===== config.mk =====
export PLATFORM = sky130hd
export DESIGN_NAME = aging_address_blocklist_fifo_unit
export DESIGN_NICKNAME = d
export VERILOG_FILES = /design/src/abf_pkg.sv /design/src/abf_ram.sv /design/src/aging_address_blocklist_fifo_unit.sv
export SDC_FILE = /design/constraint.sdc
export NUM_CORES = 2
export LEC_CHECK = 0
export ABC_CLOCK_PERIOD_IN_PS = 6450
export BUFFER_PORTS_ARGS = -buffer_cell sky130_fd_sc_hd__clkbuf_2
export CORE_AREA = 2 2 299 301
export DETAILED_ROUTE_END_ITERATION = 12
export DIE_AREA = 0 0 301 303
export GPL_TIMING_DRIVEN = 0
export PLACE_DENSITY = 0.75
export SYNTH_ARGS = -nofsm -noshare
export SYNTH_HDL_FRONTEND = slang
export SYNTH_SLANG_ARGS = --single-unit
export TNS_END_PERCENT = 100

===== constraint.sdc =====
create_clock -name clk -period 6.45 [get_ports clk]
set_clock_uncertainty 0.2 [all_clocks]
set_input_delay 0 -clock clk [delete_from_list [all_inputs] [get_ports clk]]
set_output_delay 0 -clock clk [all_outputs]
set_load 0.05 [all_outputs]

===== src/abf_pkg.sv =====
package abf_pkg;

  localparam int unsigned ADDR_W  = 32;
  localparam int unsigned STAMP_W = 32;
  localparam int unsigned ENTRY_W = ADDR_W + STAMP_W;

  typedef enum logic [1:0] {
    REQ_TICK,
    REQ_ADD,
    REQ_LOOKUP,
    REQ_EXPIRE
  } req_t;

  typedef enum logic [1:0] {
    S_IDLE,
    S_SCAN,
    S_DONE
  } state_t;

endpackage


===== src/abf_ram.sv =====
module abf_ram #(
  parameter int unsigned WIDTH = 64,
  parameter int unsigned DEPTH = 16
) (
  input  logic                     clk,
  input  logic                     we,
  input  logic [$clog2(DEPTH)-1:0] waddr,
  input  logic [WIDTH-1:0]         wdata,
  input  logic                     re,
  input  logic [$clog2(DEPTH)-1:0] raddr,
  output logic [WIDTH-1:0]         rdata
);

  logic [WIDTH-1:0] mem [DEPTH];

  always_ff @(posedge clk) begin
    if (we) begin
      mem[waddr] <= wdata;
    end
    if (re) begin
      rdata <= mem[raddr];
    end
  end

endmodule


===== src/aging_address_blocklist_fifo_unit.sv =====
// Tick and add requests raise done in the cycle after acceptance; lookup and
// expire requests scan one stored entry per cycle through the single read port of the
// entry RAM, and raise done once the scan ends.
// The block takes no new request until done of the previous one has been shown.
// Reset (synchronous, active high) empties the table, clears the tick counter and sets
// the timeout to 1000; results are shown for one cycle on done and cannot be stalled.
module aging_address_blocklist_fifo_unit import abf_pkg::*; #(
  parameter int unsigned TABLE_DEPTH = 16
) (
  input  logic                               clk,
  input  logic                               rst,
  input  logic                               start,
  output logic                               busy,
  input  logic [1:0]                         req_type,
  input  logic [ADDR_W-1:0]                  ip_address,
  input  logic                               cfg_write,
  input  logic [STAMP_W-1:0]                 cfg_data,
  output logic                               done,
  output logic                               found,
  output logic                               add_dropped,
  output logic [$clog2(TABLE_DEPTH+1)-1:0]   expired_count,
  output logic [$clog2(TABLE_DEPTH+1)-1:0]   occupancy
);

  localparam int unsigned IW = $clog2(TABLE_DEPTH);
  localparam int unsigned CW = $clog2(TABLE_DEPTH + 1);
  localparam logic [STAMP_W-1:0] TIMEOUT_RESET = STAMP_W'(1000);

  state_t              state, state_next;
  req_t                req, req_next;
  logic [ADDR_W-1:0]   addr, addr_next;
  logic [IW-1:0]       head_index, head_index_next;
  logic [IW-1:0]       tail_index, tail_index_next;
  logic [CW-1:0]       entry_count, entry_count_next;
  logic [STAMP_W-1:0]  now_ticks, now_ticks_next;
  logic [STAMP_W-1:0]  timeout_ticks;
  logic [IW-1:0]       scan_slot, scan_slot_next;
  logic [CW-1:0]       remain, remain_next;
  logic                found_next;
  logic                add_dropped_next;
  logic [CW-1:0]       expired_count_next;

  logic                ram_we;
  logic                ram_re;
  logic [IW-1:0]       ram_raddr;
  logic [ENTRY_W-1:0]  ram_rdata;
  logic [ADDR_W-1:0]   rd_address;
  logic [STAMP_W-1:0]  rd_stamp;
  logic [STAMP_W-1:0]  age;

  function automatic logic [IW-1:0] wrap_inc(input logic [IW-1:0] i);
    if (i == IW'(TABLE_DEPTH - 1)) begin
      return '0;
    end
    return i + IW'(1);
  endfunction

  abf_ram #(
    .WIDTH (ENTRY_W),
    .DEPTH (TABLE_DEPTH)
  ) u_entries (
    .clk   (clk),
    .we    (ram_we),
    .waddr (tail_index),
    .wdata ({ip_address, now_ticks}),
    .re    (ram_re),
    .raddr (ram_raddr),
    .rdata (ram_rdata)
  );

  assign rd_address = ram_rdata[ENTRY_W-1:STAMP_W];
  assign rd_stamp   = ram_rdata[STAMP_W-1:0];
  assign age        = now_ticks - rd_stamp;
  assign ram_raddr  = (state == S_IDLE) ? head_index : scan_slot;
  assign busy       = (state != S_IDLE);
  assign done       = (state == S_DONE);
  assign occupancy  = entry_count;

  always_ff @(posedge clk) begin
    if (rst) begin
      timeout_ticks <= TIMEOUT_RESET;
    end else if (cfg_write) begin
      timeout_ticks <= cfg_data;
    end
  end

  always_ff @(posedge clk) begin
    if (rst) begin
      state       <= S_IDLE;
      head_index  <= '0;
      tail_index  <= '0;
      entry_count <= '0;
      now_ticks   <= '0;
    end else begin
      state       <= state_next;
      head_index  <= head_index_next;
      tail_index  <= tail_index_next;
      entry_count <= entry_count_next;
      now_ticks   <= now_ticks_next;
    end
  end

  always_ff @(posedge clk) begin
    req           <= req_next;
    addr          <= addr_next;
    scan_slot     <= scan_slot_next;
    remain        <= remain_next;
    found         <= found_next;
    add_dropped   <= add_dropped_next;
    expired_count <= expired_count_next;
  end

  always_comb begin
    state_next         = state;
    req_next           = req;
    addr_next          = addr;
    head_index_next    = head_index;
    tail_index_next    = tail_index;
    entry_count_next   = entry_count;
    now_ticks_next     = now_ticks;
    scan_slot_next     = scan_slot;
    remain_next        = remain;
    found_next         = found;
    add_dropped_next   = add_dropped;
    expired_count_next = expired_count;
    ram_we             = 1'b0;
    ram_re             = 1'b0;

    case (state)
      S_IDLE: begin
        if (start) begin
          req_next           = req_t'(req_type);
          addr_next          = ip_address;
          found_next         = 1'b0;
          add_dropped_next   = 1'b0;
          expired_count_next = '0;
          case (req_t'(req_type))
            REQ_TICK: begin
              now_ticks_next = now_ticks + STAMP_W'(1);
              state_next     = S_DONE;
            end
            REQ_ADD: begin
              if (entry_count == CW'(TABLE_DEPTH)) begin
                add_dropped_next = 1'b1;
              end else begin
                ram_we           = 1'b1;
                tail_index_next  = wrap_inc(tail_index);
                entry_count_next = entry_count + CW'(1);
              end
              state_next = S_DONE;
            end
            default: begin
              ram_re         = 1'b1;
              scan_slot_next = wrap_inc(head_index);
              remain_next    = entry_count;
              state_next     = (entry_count == '0) ? S_DONE : S_SCAN;
            end
          endcase
        end
      end
      S_SCAN: begin
        ram_re         = 1'b1;
        scan_slot_next = wrap_inc(scan_slot);
        remain_next    = remain - CW'(1);
        if (req == REQ_LOOKUP) begin
          if (rd_address == addr) begin
            found_next = 1'b1;
            state_next = S_DONE;
          end else if (remain == CW'(1)) begin
            state_next = S_DONE;
          end
        end else begin
          if (age >= timeout_ticks) begin
            head_index_next    = wrap_inc(head_index);
            entry_count_next   = entry_count - CW'(1);
            expired_count_next = expired_count + CW'(1);
            if (remain == CW'(1)) begin
              state_next = S_DONE;
            end
          end else begin
            state_next = S_DONE;
          end
        end
      end
      S_DONE: begin
        state_next = S_IDLE;
      end
      default: begin
        state_next = S_IDLE;
      end
    endcase
  end

  logic [IW:0] tail_expect_sum;
  logic [IW-1:0] tail_expect;

  assign tail_expect_sum = {1'b0, head_index} + (IW+1)'(entry_count);
  assign tail_expect = (tail_expect_sum >= (IW+1)'(TABLE_DEPTH))
                       ? IW'(tail_expect_sum - (IW+1)'(TABLE_DEPTH))
                       : IW'(tail_expect_sum);

  a_count_bound: assert property (@(posedge clk) disable iff (rst)
    entry_count <= CW'(TABLE_DEPTH))
    else $error("entry count above table depth");

  a_ring_consistent: assert property (@(posedge clk) disable iff (rst)
    tail_index == tail_expect)
    else $error("tail index disagrees with head index plus count");

  a_tick_one_cycle: assert property (@(posedge clk) disable iff (rst)
    (start && !busy && (req_type == REQ_TICK || req_type == REQ_ADD)) |=> done)
    else $error("tick or add request did not finish in one cycle");

  a_done_then_idle: assert property (@(posedge clk) disable iff (rst)
    done |=> !busy)
    else $error("block stayed busy after done");

  a_flags_exclusive: assert property (@(posedge clk) disable iff (rst)
    done |-> ((found && req == REQ_LOOKUP) || (add_dropped && req == REQ_ADD)
              || (!found && !add_dropped)))
    else $error("result flag raised for the wrong request type");

endmodule


==> flow_summary.yaml <==
clocking:
  cts_resized: 0
  cts_buffers: 115
  post_cts.repair.setup_buffers: 0
  clkTransAtPathRegs_ps: 60
  worst_skew_pair.late_latency_ps: 700
  htreeDepth: 3
  postCtsHoldBufs: 131
  cts_sinks: 1217
  cts_buffer_depth: 3
  cts_root_buf: "clkbuf_16"
  cts_tree: "built"
floorplanning:
  coreArea_sq_um: 88000
  std_cell_rows: 109
  die_y_um: 303
  die_w_um: 301
  io_pins: 84
  die_area_sq_um: 91200
  initial_utilization: 0.556
global_route:
  overflow: 0
  globalRouteTotalUtil: 0.258
  grt_start_max_net_pins: 33
  grt_antenna_before_repair: 2
  grt_pass1_vias: 27930
  grt_pass1_wl_mm: 174
synth:
  synthCells: 2657
  synth_area_per_cell_sq_um: 18.4
  ys_seq_area_frac: 0.732
  yosys_warnings: 0
  synth_edf_count: 1138
  ys_ff_latch: 1217
  dominantRegCellSynth: "edfxtp_1"
  ys_async_sr_fraction: 0
  syn-cell-area_sq_um: 48900
  synth_cell_types: 58
  syn_nets: 2805
placed_design:
  dp_hpwl_mm: 73.6
  port_buffers: 82
  gp_congestion: 0.831
  pre_cts_ws_ps: 575
timing:
  worst_pin_slew_ps: 1350
  drv_slew: 0
  rsz0062_at_grt: "no"
  fmax_mhz: 164
  setup-tns-final_ps: 0
  max_slew_margin: 0.101
  period_share: 0.947
  timing.final.ws_setup_ps: 340
  period_needed_ps: 6110
  final-hold-violation-count: 0
  setup_viol: 0
critical_path:
  path_class: "reg -> reg"
  required_ps: 6790
  r2r_slack_ps: 340
  cp_max_fo: 23
  critical_path_arrival_ps: 6450
  setup.worst_path.end_class: "flip-flop"
  start_kind: "flip-flop"
route:
  wire_per_inst_um: 27.1
  drc: 0
  ant_nets: 0
  dr.pass1.iters: 8
  vias: 26840
  drt_iter0_markers: 3024
  drt_wl_total_mm: 117
  vias_per_cell: 6.23
power:
  p_leak_uw: 0.0196
  vdd_ir_drop_max_v: 0.000242
  powerDensity_nw_per_um2: 299
  report.power.total_uw: 17200
job:
  maxCapViolCount: 0
final_layout:
  layout.nets: 3189
  final_cell_mix: "1138 x edfxtp_1, 256 x mux4_2, 183 x nand2_1"
  drive_above_1_share: 0.208
  syn2layout_area_growth_pct: 17.5
  final_common_cell: "edfxtp_1"
hold_path:
  hold_class: "in -> reg"
outcome:
  run_status: "completed"
-- area by class of cell --
| class | count | area, sq um |
|---|---|---|
| buffer | 118 | 573 |
| tap | 1165 | 1460 |
| timing repair buffer | 267 | 2950 |
| inverter | 80 | 300 |
| multi-input combinational | 1242 | 12400 |
| fill | 5583 | 30500 |
| sequential | 1217 | 35800 |
| clock inverter | 89 | 1060 |
| antenna | 1 | 2.50 |
| clock buffer | 128 | 2960 |
-- cell families (layout without fill, tap and decap cells) --
logic type | after synthesis | in the layout | share of synthesized area
DFF | 1217 | 1217 | 0.732
and+or+nand+nor | 463 | 463 | 0.0456
AOI/OAI and AO/OA | 312 | 312 | 0.0420
muxes | 290 | 290 | 0.125
buffers and inverters | 198 | 682 | 0.0179
xor gates and xnor gates | 99 | 99 | 0.0177
adders and majority gates | 78 | 78 | 0.0203
other | 0 | 1 | 0
-- worst paths after layout --
path / cells after the start / startpoint / to
worst max-delay path: 18 / now_ticks[1] / occupancy[4]
worst min register to register: 2 / timeout_ticks[21] / timeout_ticks[21]
worst min-delay path: 4 / start / state[0]
worst max register to register: 18 / now_ticks[1] / occupancy[4]
-- metal layers --
metal / global-route usage / part of all wire
met5: 0 / 0
met4: 0.0871 / 0.032
met3: 0.0427 / 0.086
met2: 0.436 / 0.50
met1: 0.347 / 0.38
-- report_power, final --
part / total [uW] / internal, uW / leakage, uW / switching (uW)
clock: 7110 / 4150 / 0.00194 / 2960
combinational: 1300 / 549 / 0.00671 / 749
sequential: 8750 / 8700 / 0.0110 / 52.3
total: 17200 / 13400 / 0.0196 / 3760
-- cell usage after synthesis (all sizes together), types with 8 or more instances --
library cell	instances	area share
edfxtp	1138	0.70
mux4	256	0.12
nand2	183	0.014
nor2	97	0.0078
dfxtp	79	0.032
inv	79	0.0061
ha	76	0.019
a211oi	75	0.012
a31oi	71	0.0091
and2	70	0.0090
xor2	65	0.012
buf	64	0.0076
clkbuf	54	0.0041
a21oi	51	0.0055
o21ai	43	0.0044
xnor2	34	0.0061
a21o	33	0.0051
mux2i	32	0.0066
nand3	24	0.0026
nand4	14	0.0018
nand2b	13	0.0017
and3	12	0.0015
nor3	11	0.0011
nor4	10	0.0016
o211ai	9	0.0014
and4	8	0.0014
-- state kept, by name, summed over array words and instances (netlist names), 4 cells and up --
| name | cells |
|---|---|
| head_index | 4 |
| occupancy | 5 |
| tail_index | 4 |
| now_ticks | 32 |
| u_entries.rdata | 64 |
| scan_slot | 4 |
| expired_count | 5 |
| addr | 32 |
| timeout_ticks | 32 |
| remain | 5 |
| u_entries.mem | 1024 |
-- worst max-delay path, stage by stage (launching register included) --
cell	delay [ps]
dfxtp_1	1010
ha_1	370
nor2b_1	140
o31ai_1	410
a211oi_1	270
a211oi_1	490
nor2_1	140
a211oi_1	310
o21bai_1	130
xor2_1	200
ha_1	280
a21o_1	180
a21o_1	180
a211oi_1	230
o21ai_0	180
a211oi_1	400
o21ai_0	340
and3_1	250
mux2_2	280
-- stage by stage --
step | util | instance area (sq um) | hold WS (ps) | std cells
after floorplan | - | 48900 | -101 | 2657
after global placement | 0.577 | 50800 | 22.6 | 3904
after detailed placement | 0.592 | 52100 | 31.1 | 3958
after CTS | 0.653 | 57400 | 14.8 | 4306
after global routing | 0.653 | 57400 | 68.1 | 4306
final | 0.653 | 57400 | 67.4 | 4307
Power figures use the tool's default switching activity.
